**config.mk**
```make
export PLATFORM = sky130hd
export DESIGN_NAME = base32hex_stream_decoder_core
export DESIGN_NICKNAME = d
export VERILOG_FILES = /design/src/sv/b32d_pkg.sv /design/src/sv/b32d_char_class.sv /design/src/sv/b32d_packer.sv /design/src/sv/base32hex_stream_decoder_core.sv
export SDC_FILE = /design/constraint.sdc
export NUM_CORES = 1
export LEC_CHECK = 0
export BUFFER_PORTS_ARGS = -buffer_cell sky130_fd_sc_hd__clkbuf_2
export CAP_MARGIN = 5
export CORE_UTILIZATION = 25
export DETAILED_ROUTE_END_ITERATION = 10
export PLACE_DENSITY_LB_ADDON = 0.12
export SLEW_MARGIN = 25
export SYNTH_ARGS = -nofsm -noshare
export SYNTH_HDL_FRONTEND = slang
export SYNTH_SLANG_ARGS = --single-unit
```
**constraint.sdc**
```tcl
create_clock -name clk_i -period 6.9 [get_ports clk_i]
set_clock_uncertainty 0.05 [all_clocks]
set_input_delay 0.345 -clock clk_i [delete_from_list [all_inputs] [get_ports clk_i]]
set_output_delay 0.345 -clock clk_i [all_outputs]
set_load 0.01 [all_outputs]
```
**src/sv/b32d_pkg.sv**
```systemverilog
// b32d_pkg: shared types and constants of the base32hex stream decoder.
// Holds the result-kind codes, the character class struct and the result struct.
// No dependencies; imported by every module of the decoder.
package b32d_pkg;

  // Result kinds carried on the output channel
  typedef enum logic [1:0] {
    KIND_DATA = 2'd0,
    KIND_OK   = 2'd1,
    KIND_FAIL = 2'd2
  } kind_e;

  // ASCII anchors of the alphabet
  localparam logic [7:0] ChDigit0 = 8'h30;  // '0'
  localparam logic [7:0] ChDigit9 = 8'h39;  // '9'
  localparam logic [7:0] ChUpperA = 8'h41;  // 'A'
  localparam logic [7:0] ChUpperV = 8'h56;  // 'V'
  localparam logic [7:0] ChLowerA = 8'h61;  // 'a'
  localparam logic [7:0] ChLowerV = 8'h76;  // 'v'
  localparam logic [7:0] ChPad    = 8'h3D;  // '='
  localparam logic [7:0] ChSpace  = 8'h20;  // ' '
  localparam logic [7:0] ChTab    = 8'h09;  // first control whitespace
  localparam logic [7:0] ChCr     = 8'h0D;  // last control whitespace
  // Offsets that map a letter straight to 10..31
  localparam logic [7:0] UpperOfs = 8'h37;
  localparam logic [7:0] LowerOfs = 8'h57;

  localparam int unsigned CountW = 16;

  // Classification of one character
  typedef struct packed {
    logic       is_sym;  // alphabet symbol, value in sym
    logic       is_skip; // pad or whitespace
    logic [4:0] sym;
  } char_class_t;

  // One result item computed from the input stage
  typedef struct packed {
    logic              valid;
    kind_e             kind;
    logic [7:0]        data;
    logic [CountW-1:0] count;
  } result_t;

endpackage

```
**src/sv/b32d_char_class.sv**
```systemverilog
// b32d_char_class: maps one ASCII code to a 5-bit symbol, a skip flag or junk.
// Pure combinational decode of the base32hex alphabet.
// Depends on b32d_pkg.
module b32d_char_class (
  input  logic [7:0]            ch_i,
  output b32d_pkg::char_class_t class_o
);
  import b32d_pkg::*;

  logic is_digit, is_upper, is_lower;
  logic [7:0] ofs;

  assign is_digit = (ch_i >= ChDigit0) && (ch_i <= ChDigit9);
  assign is_upper = (ch_i >= ChUpperA) && (ch_i <= ChUpperV);
  assign is_lower = (ch_i >= ChLowerA) && (ch_i <= ChLowerV);

  // Subtract the range base; only the low five bits matter
  always_comb begin
    if (is_digit) begin
      ofs = ch_i - ChDigit0;
    end else if (is_upper) begin
      ofs = ch_i - UpperOfs;
    end else begin
      ofs = ch_i - LowerOfs;
    end
  end

  assign class_o.is_sym  = is_digit || is_upper || is_lower;
  assign class_o.is_skip = (ch_i == ChPad) || (ch_i == ChSpace) ||
                           ((ch_i >= ChTab) && (ch_i <= ChCr));
  assign class_o.sym     = ofs[4:0];

endmodule

```
**src/sv/b32d_packer.sv**
```systemverilog
// b32d_packer: per-string state (phase, leftover bits, byte count, error flag)
// and the bit packing that turns 5-bit symbols into bytes, MSB first.
// Depends on b32d_pkg.
module b32d_packer (
  input  logic                        clk_i,
  input  logic                        rst_ni,
  input  logic                        adv_i,    // stage item is consumed this cycle
  input  logic                        last_i,
  input  b32d_pkg::char_class_t       class_i,
  input  logic [b32d_pkg::CountW-1:0] limit_i,
  output b32d_pkg::result_t           res_o
);
  import b32d_pkg::*;

  logic [2:0]        phase_q, phase_d;
  logic [7:0]        partial_q, partial_d;
  logic [CountW-1:0] bytes_q, bytes_d;
  logic              failed_q, failed_d;

  logic [2:0]  pending;
  logic [11:0] acc;
  logic [3:0]  nbits;
  logic [2:0]  rest;
  logic [11:0] shifted;
  logic [7:0]  rest_mask;
  logic [CountW-1:0] bytes_inc;

  // Bits left over from earlier symbols: (5 * phase) mod 8
  assign pending   = phase_q + {phase_q[0], 2'b00};
  assign acc       = {partial_q[6:0], class_i.sym};
  assign nbits     = {1'b0, pending} + 4'd5;
  assign rest      = nbits[2:0];  // nbits - 8 when a byte completes
  assign shifted   = acc >> rest;
  assign rest_mask = 8'((9'd1 << rest) - 9'd1);
  assign bytes_inc = bytes_q + 1'b1;

  // Next state and result
  always_comb begin
    phase_d   = phase_q;
    partial_d = partial_q;
    bytes_d   = bytes_q;
    failed_d  = failed_q;
    res_o     = '{valid: 1'b0, kind: KIND_DATA, data: 8'd0, count: '0};
    if (adv_i) begin
      if (last_i) begin
        res_o.valid = 1'b1;
        res_o.kind  = failed_q ? KIND_FAIL : KIND_OK;
        res_o.count = failed_q ? '0 : bytes_q;
        phase_d     = '0;
        partial_d   = '0;
        bytes_d     = '0;
        failed_d    = 1'b0;
      end else if (!failed_q && !class_i.is_skip) begin
        if (!class_i.is_sym || (bytes_q >= limit_i)) begin
          failed_d = 1'b1;
        end else begin
          phase_d = phase_q + 3'd1;
          if (nbits[3]) begin
            partial_d   = acc[7:0] & rest_mask;
            bytes_d     = bytes_inc;
            res_o.valid = 1'b1;
            res_o.data  = shifted[7:0];
            res_o.count = bytes_inc;
          end else begin
            partial_d = acc[7:0];
          end
        end
      end
    end
  end

  // String state registers
  always_ff @(posedge clk_i or negedge rst_ni) begin
    if (!rst_ni) begin
      phase_q   <= '0;
      partial_q <= '0;
      bytes_q   <= '0;
      failed_q  <= 1'b0;
    end else begin
      phase_q   <= phase_d;
      partial_q <= partial_d;
      bytes_q   <= bytes_d;
      failed_q  <= failed_d;
    end
  end

`ifndef SYNTHESIS
  // An end item leaves a clean string state behind
  assert property (@(posedge clk_i) disable iff (!rst_ni)
    adv_i && last_i |=> phase_q == 3'd0 && bytes_q == '0 && !failed_q && partial_q == 8'd0)
    else $error("string state not cleared after end item");

  // The byte count only moves on a data result or an end item
  assert property (@(posedge clk_i) disable iff (!rst_ni)
    !(adv_i && last_i) && !(res_o.valid && res_o.kind == KIND_DATA) |=> $stable(bytes_q))
    else $error("byte count changed without a data byte");

  // Once failed, no data bytes until the end item
  assert property (@(posedge clk_i) disable iff (!rst_ni)
    failed_q |-> !(res_o.valid && res_o.kind == KIND_DATA))
    else $error("data byte emitted after failure");
`endif

endmodule

```
**src/sv/base32hex_stream_decoder_core.sv**
```systemverilog
// Base32hex stream decoder, top level: input stage, capacity register, output stage.
// Instantiates b32d_char_class and b32d_packer.
// Depends on b32d_pkg.
//
// Usage:
//   Input channel (in_valid_i/in_ready_o) carries one ASCII character per
//   transaction in ch_i; last_i = 1 marks the end of the string (ch_i ignored).
//   Output channel (out_valid_o/out_ready_i) carries at most one result per
//   input transaction: a decoded byte (kind 0) with the running byte count, or
//   at the end of a string kind 1 (ok, total count) or kind 2 (failed, count 0).
//   cfg_we_i/cfg_wdata_i write the capacity register; write it only while idle.
// Timing:
//   A character is captured in the input stage, decoded and packed
//   combinationally, and its result is registered in the output stage as
//   the input stage advances. One character per cycle is sustained while
//   out_ready_i stays high; the input stage and the output stage each hold
//   one transaction.
// Reset:
//   Clears both stages and the string state; capacity returns to 65535.
// Stall:
//   While a result waits in the output stage the input stage still fills, so
//   one more character is taken; then in_ready_o drops until out_ready_i.
module base32hex_stream_decoder_core #(
  parameter int unsigned MAX_CAPACITY = 32'd65535
) (
  input  logic                        clk_i,
  input  logic                        rst_ni,
  // configuration
  input  logic                        cfg_we_i,
  input  logic [b32d_pkg::CountW-1:0] cfg_wdata_i,
  // input channel
  input  logic                        in_valid_i,
  output logic                        in_ready_o,
  input  logic [7:0]                  ch_i,
  input  logic                        last_i,
  // output channel
  output logic                        out_valid_o,
  input  logic                        out_ready_i,
  output logic [1:0]                  kind_o,
  output logic [7:0]                  data_byte_o,
  output logic [b32d_pkg::CountW-1:0] byte_count_o
);
  import b32d_pkg::*;

  // Parameter cap folded into the counter width
  localparam logic [CountW-1:0] CapClamp =
    (MAX_CAPACITY >= 32'((1 << CountW) - 1)) ? {CountW{1'b1}} : MAX_CAPACITY[CountW-1:0];

  logic [CountW-1:0] capacity_q;
  logic [CountW-1:0] limit;

  logic       s1_valid_q;
  logic [7:0] s1_ch_q;
  logic       s1_last_q;
  logic       adv;

  char_class_t cls;
  result_t     res;

  logic        out_valid_q;
  kind_e       out_kind_q;
  logic [7:0]  out_data_q;
  logic [CountW-1:0] out_count_q;

  // Capacity register
  always_ff @(posedge clk_i or negedge rst_ni) begin
    if (!rst_ni) begin
      capacity_q <= {CountW{1'b1}};
    end else if (cfg_we_i) begin
      capacity_q <= cfg_wdata_i;
    end
  end

  assign limit = (capacity_q > CapClamp) ? CapClamp : capacity_q;

  // Input stage moves on when the output stage has room
  assign adv        = s1_valid_q && (!out_valid_q || out_ready_i);
  assign in_ready_o = !s1_valid_q || adv;

  always_ff @(posedge clk_i or negedge rst_ni) begin
    if (!rst_ni) begin
      s1_valid_q <= 1'b0;
    end else if (in_ready_o) begin
      s1_valid_q <= in_valid_i;
    end
  end

  always_ff @(posedge clk_i) begin
    if (in_valid_i && in_ready_o) begin
      s1_ch_q   <= ch_i;
      s1_last_q <= last_i;
    end
  end

  b32d_char_class u_class (
    .ch_i    (s1_ch_q),
    .class_o (cls)
  );

  b32d_packer u_packer (
    .clk_i   (clk_i),
    .rst_ni  (rst_ni),
    .adv_i   (adv),
    .last_i  (s1_last_q),
    .class_i (cls),
    .limit_i (limit),
    .res_o   (res)
  );

  // Output stage
  always_ff @(posedge clk_i or negedge rst_ni) begin
    if (!rst_ni) begin
      out_valid_q <= 1'b0;
    end else if (adv) begin
      out_valid_q <= res.valid;
    end else if (out_ready_i) begin
      out_valid_q <= 1'b0;
    end
  end

  always_ff @(posedge clk_i) begin
    if (adv && res.valid) begin
      out_kind_q  <= res.kind;
      out_data_q  <= res.data;
      out_count_q <= res.count;
    end
  end

  assign out_valid_o  = out_valid_q;
  assign kind_o       = out_kind_q;
  assign data_byte_o  = out_data_q;
  assign byte_count_o = out_count_q;

`ifndef SYNTHESIS
  // Only data results carry a byte
  assert property (@(posedge clk_i) disable iff (!rst_ni)
    out_valid_o && kind_o != KIND_DATA |-> data_byte_o == 8'd0)
    else $error("non-data result carries a byte");

  // Failed strings report a zero count
  assert property (@(posedge clk_i) disable iff (!rst_ni)
    out_valid_o && kind_o == KIND_FAIL |-> byte_count_o == '0)
    else $error("failed string reports a count");

  // A data byte never exceeds the active limit
  assert property (@(posedge clk_i) disable iff (!rst_ni)
    adv && res.valid && res.kind == KIND_DATA |-> res.count != '0 && res.count <= limit)
    else $error("data byte beyond capacity");

  // The input stage is never overwritten while it still holds an item
  assert property (@(posedge clk_i) disable iff (!rst_ni)
    s1_valid_q && !adv |-> !in_ready_o)
    else $error("input stage overrun");
`endif

endmodule

```
Word level (Yosys, flattened, before mapping)
Cells that the tools add are included.
- shifts and indexed selects: 2
- mux-type cells: 32
- reductions and logical operators: 29
- order comparisons: 10
- $add $sub $neg: 8
- bitwise operators: 4
- equality and inequality tests: 3
- operators with widths (kind ; number):
    $mux W16 ; 7
    $mux W24 ; 3
    $mux W7 ; 4
    $mux W27 ; 1
    $add A16 B1 Y16 const B ; 1
    $eq A8 B6 Y1 const B ; 2
    $ge A16 B16 Y1 ; 1
    $ge A8 B7 Y1 const B ; 2
    $gt A16 B16 Y1 const B ; 1
    $le A8 B7 Y1 const B ; 2
    $sub A5 B5 Y5 const B ; 3
    $shr A12 B3 Y8 ; 1
    $mux W5 ; 2
    $mux W1 ; 9
    $mux W3 ; 3
    $ge A8 B4 Y1 const B ; 1
    $ge A8 B6 Y1 const B ; 1
    $le A8 B4 Y1 const B ; 1
    $le A8 B6 Y1 const B ; 1
    $logic_and A1 B1 Y1 ; 8
    $mux W8 ; 1
    $reduce_bool A2 Y1 ; 4
    $and A7 B7 Y7 ; 1
    $logic_or A1 B1 Y1 ; 7
    other kinds (13) ; 21
- input bits: 30
- output and inout bits: 28
- register bits after elaboration: 80

Depth between registers and ports, before layout
- word-level depth: 11
- gate-level depth with buffers: 12
- gate-level depth less buffers: 10

Modules after synthesis
From an unflattened synthesis, not the netlist that was laid out.
- cell total of the unflattened synthesis: 475
- area total of the unflattened synthesis: 5173.7 um^2
- modules (own cells, without submodules) (module ; area each (um^2) ; cells an instance ; instances):
    b32d_packer ; 3075.4 ; 358 ; 1
    base32hex_stream_decoder_core ; 1816.7 ; 79 ; 1
    b32d_char_class ; 281.5 ; 38 ; 1

Worst setup path before layout
Ideal clock, no wire load.
- path type: reg2reg
- start: reg capacity_q[9]
- end: reg out_count_q[0] (netlist: byte_count_o[0]) (enable)
- setup slack: 3449 ps
- data required time: 6467 ps
- cell stages (with the launch flop): 11
- arrival: 3018 ps
- cells stage by stage: dfstp_2 -> inv_1 -> ha_1 -> a21o_1 -> a221o_1 -> a22o_1 -> or3_1 -> buf_2 -> or3_1 -> clkbuf_1 -> nand2_1
- word-level cells in the longest chain between the ends: 9
- RTL lines (element ; RTL line ; source):
    start: declaration ; base32hex_stream_decoder_core.sv:49 ; logic [CountW-1:0] capacity_q;
    start signal: assignment ; base32hex_stream_decoder_core.sv:68 ; capacity_q <= {CountW{1'b1}};
    start signal: assignment ; base32hex_stream_decoder_core.sv:70 ; capacity_q <= cfg_wdata_i;
    $gt A16 B16 Y1 ; base32hex_stream_decoder_core.sv:74 ; assign limit = (capacity_q > CapClamp) ? CapClamp : capacity_q;
    $mux W16 (*) ; base32hex_stream_decoder_core.sv:74 ;
    $ge A16 B16 Y1 (*) ; b32d_packer.sv:54 ; if (!class_i.is_sym || (bytes_q >= limit_i)) begin
    $logic_or A1 B1 Y1 (*) ; b32d_packer.sv:54 ;
    $mux W1 (*) ; b32d_packer.sv:54 ;
    $mux W1 (*) ; b32d_packer.sv:53 ; end else if (!failed_q && !class_i.is_skip) begin
    $mux W1 (*) ; b32d_packer.sv:45 ; if (last_i) begin
    $mux W27 (*) ; b32d_packer.sv:44 ; if (adv_i) begin
    $logic_and A1 B1 Y1 (*) ; base32hex_stream_decoder_core.sv:122 ; if (adv && res.valid) begin
    end signal: assignment ; base32hex_stream_decoder_core.sv:125 ; out_count_q <= res.count;
    end: declaration ; base32hex_stream_decoder_core.sv:63 ; logic [CountW-1:0] out_count_q;
Every way passes the cells marked *; elsewhere a longest branch is shown, timed or not.
A chain may end at the register's enable or synchronous reset.

Worst setup path after layout
- start: reg u_packer.bytes_q[0]
- end: reg out_count_q[15] (netlist: byte_count_o[15]) (enable)
- word-level cells in the longest chain between the ends: 7
- RTL lines (element ; RTL line ; source):
    start: declaration ; b32d_packer.sv:17 ; logic [CountW-1:0] bytes_q, bytes_d;
    start signal: assignment ; b32d_packer.sv:82 ; bytes_q <= bytes_d;
    $ge A16 B16 Y1 ; b32d_packer.sv:54 ;
    $logic_or A1 B1 Y1 ; b32d_packer.sv:54 ;
    $mux W1 ; b32d_packer.sv:54 ;
    $mux W1 ; b32d_packer.sv:53 ;
    $mux W1 ; b32d_packer.sv:45 ;
    $mux W27 ; b32d_packer.sv:44 ;
    $logic_and A1 B1 Y1 ; base32hex_stream_decoder_core.sv:122 ;
Every way passes these cells.

==> results.py <==
metrics = {
    "floorplan": {
        "die_width_um": 140,
        "start_util": 0.255,
        "die_area_sq_um": 19500,
        "row_count": 50,
        "coreArea_sq_um": 18600,
        "num_io_pins": 58,
        "fp.dieH_um": 140,
    },
    "synth": {
        "ys_async_sr_fraction": 0.563,
        "synthFlopType": "edfxtp_1",
        "synth_cells": 489,
        "synth_area_leader_cell": "edfxtp_1",
        "yosysSeqAreaShare": 0.463,
        "synth_nets": 546,
        "syn-cell-area_sq_um": 4750,
        "ys_types": 60,
        "syn_avg_cell_area_sq_um": 9.71,
        "synth.area.top_cells": "edfxtp_1 22%, dfrtp_1 15%, dfstp_2 8.9%",
        "synth_top_area_frac": 0.221,
        "synth_edf_count": 35,
        "yosysWarningCount": 0,
        "synth_seq_cells": 80,
    },
    "final_layout": {
        "regArea_sq_um": 2200,
        "layout_commonest_cell": "nand2_1",
        "multi_input_area_sq_um": 2340,
        "diodes": 0,
        "drive_gt1_frac": 0.195,
        "area_growth_pct": 15.5,
        "n_fill_cell": 2025,
        "fin_nets": 586,
        "final-instance-count-excl-fill": 768,
        "final_cell_mix": "64 x nand2_1, 57 x clkbuf_2, 44 x o21ai_0",
    },
    "global_routing": {
        "grt_pass1_wl_mm": 18.8,
        "grt_pass1_vias": 3354,
        "grt_max_degree": 46,
        "grt_remaining_overflow": 0,
        "grt_util_all_layers": 0.126,
        "antenna_found_initial": 0,
    },
    "critical_path": {
        "cp.arrival_ps": 3540,
        "critPathSlowestCell": "or3_1",
        "critPathTopFamily": "simple AND/OR/NAND/NOR gates",
        "max_stage_delay_ps": 690,
        "end_kind": "flop",
        "path_class": "reg -> reg",
        "cp_num_buf_inv": 1,
        "worstPathCellList": "inv_1 -> ha_1 -> nand2b_1 -> a2111oi_0 -> or4_1 -> nand3_1 -> or3_1 -> nand2_2",
        "start_kind": "flop",
        "required_ps": 6830,
        "cp_max_fo": 26,
    },
    "power_and_ir_drop": {
        "swShare": 0.284,
        "leakage_nw": 2.16,
        "finalPower_w": 0.00117,
        "intPower_w": 0.000840,
        "power_switching_w": 0.000334,
        "p_seq_frac": 0.482,
        "ir_worst_vdd_mv": 0.124,
        "comb_power_share": 0.147,
        "p_per_area_nw_per_um2": 214,
        "clkPwrFrac": 0.371,
    },
    "routing": {
        "via_count": 3564,
        "first_pass_iters": 7,
        "routed_via_density": 4.64,
        "drtIter0Drc": 265,
        "ant_nets": 0,
        "routed_wirelength_mm": 11.6,
        "drc": 1,
        "wl_per_cell_um": 15.2,
    },
    "sta": {
        "finalHoldWorstSlack_ps": 40.0,
        "setup_viol": 0,
        "rsz0062_at_grt": "false",
        "clock.fmax_ghz": 0.277,
        "period_share": 0.522,
        "hold_viol": 0,
        "slew_headroom": 0.449,
        "finalCriticalPeriod_ps": 3600,
        "worst_pin_slew_ps": 826,
        "setup_tns_ps": 0,
        "finalMaxSlewViolations": 0,
    },
    "cts": {
        "cts_hold_buf": 0,
        "cts_setup_buffers": 0,
        "cts_tree": "built",
        "cts_sinks": 80,
        "post_cts_resized": 0,
        "h-tree-depth": 3,
        "clk_pin_slew_worst_paths_ps": 60,
        "clock-root-buffer": "clkbuf_16",
        "cts_made_buffers": 9,
        "cts_buffer_depth": 2,
        "clock_latency_ps": 350,
    },
    "placed_design": {
        "place_congestion": 0.784,
        "io_buffers": 57,
        "dp_hpwl_mm": 8.66,
        "dp.cells": 752,
    },
    "worst_hold_path": {
        "hold_class": "in -> async",
    },
    "run": {
        "maxCapViolCount": 0,
    },
    "status": {
        "violations": "DRC",
        "outcome": "finished with violations",
    },
}
## kinds of logic (layout without fill, tap and decap cells)
| family | Yosys count | after routing | synth area share |
|---|---|---|---|
| AOI/OAI and AO/OA | 108 | 108 | 0.140 |
| xor gates and xnor gates | 39 | 39 | 0.0719 |
| muxes | 15 | 15 | 0.0329 |
| adders and majority gates | 27 | 27 | 0.0711 |
| DFF | 80 | 80 | 0.463 |
| buffers and inverters | 54 | 99 | 0.0453 |
| and+or+nand+nor | 166 | 166 | 0.176 |
## per-layer routing
layer,up-vias,GRT usage,wire [um]
li1,1820,-,-
met1,1646,0.186,6260
met2,84,0.172,4650
met3,14,0.0265,503
met4,0,0.0596,226
met5,-,0,0
## path summary, 6_finish.rpt
kind                            cells after the start  slack, ps                 from                     to
worst max register to register                      8       3300  u_packer.bytes_q[0]       byte_count_o[15]
worst max-delay path                                8       3300  u_packer.bytes_q[0]       byte_count_o[15]
max in group asynchronous                           2       6350               rst_ni    u_packer.bytes_q[9]
worst min register to register                      2        460        capacity_q[4]          capacity_q[4]
worst min-delay path                                2         40               rst_ni  u_packer.partial_q[6]
min in group clk_i                                  1        120               last_i              s1_last_q
## Yosys cell counts (2+ instances only)
master     n
a21o_1     3
a21oi_1   14
a22o_1     7
a22oi_1    3
a31oi_1    4
a32o_1     2
and2_1     6
and3_1     5
buf_2      4
clkbuf_1  24
dfrtp_1   29
dfstp_2   16
edfxtp_1  35
ha_1      27
inv_1     23
mux2_2     5
mux2i_1   10
nand2_1   65
nand2b_1   5
nand3_1   16
nand3b_1   2
nand4_1    2
nor2_1    24
nor3_1    15
nor3_2     2
nor3b_1    3
nor4_1     2
nor4b_1    6
o21a_1     3
o21ai_0   44
o21ai_1   13
or3_1      4
or4_1      2
xnor2_1   26
xor2_1    13
## power by group through the flow
stage | registers (W) | logic [W] | clock network, W
4_1_cts | 0.000566 | 0.000175 | 0.000452
5_1_grt | 0.000571 | 0.000198 | 0.000470
6_report | 0.000566 | 0.000173 | 0.000435
3_5_place_dp | 0.000575 | 0.000175 | 0
3_3_place_gp | 0.000574 | 0.000175 | 0
2_1_floorplan | 0.000564 | 0.000123 | 0
## sequential cells by signal, indices dropped and copies added, names as in the netlist
register            flops
byte_count_o           16
capacity_q             16
data_byte_o             8
kind_o                  2
out_valid_o             1
s1_ch_q                 8
s1_last_q               1
s1_valid_q              1
u_packer.bytes_q       16
u_packer.failed_q       1
u_packer.partial_q      7
u_packer.phase_q        3
## metrics by stage
step | setup WS (ps) | utilization | area, sq um
final | 3300 | 0.294 | 5490
after detailed placement | 2950 | 0.280 | 5220
after CTS | 2920 | 0.294 | 5480
after floorplan | 3450 | - | 4750
after global routing | 3020 | 0.294 | 5490
after global placement | 3050 | 0.280 | 5220
## cell type report
class                           count  share of cell area
Multi-Input combinational cell    355               0.427
Sequential cell                    80               0.400
Timing Repair Buffer               59              0.0547
Tap cell                          234              0.0534
Clock buffer                       10              0.0417
Inverter                           24              0.0164
Clock inverter                      6             0.00661
Note: power is estimated with default switching activity, not from simulation.
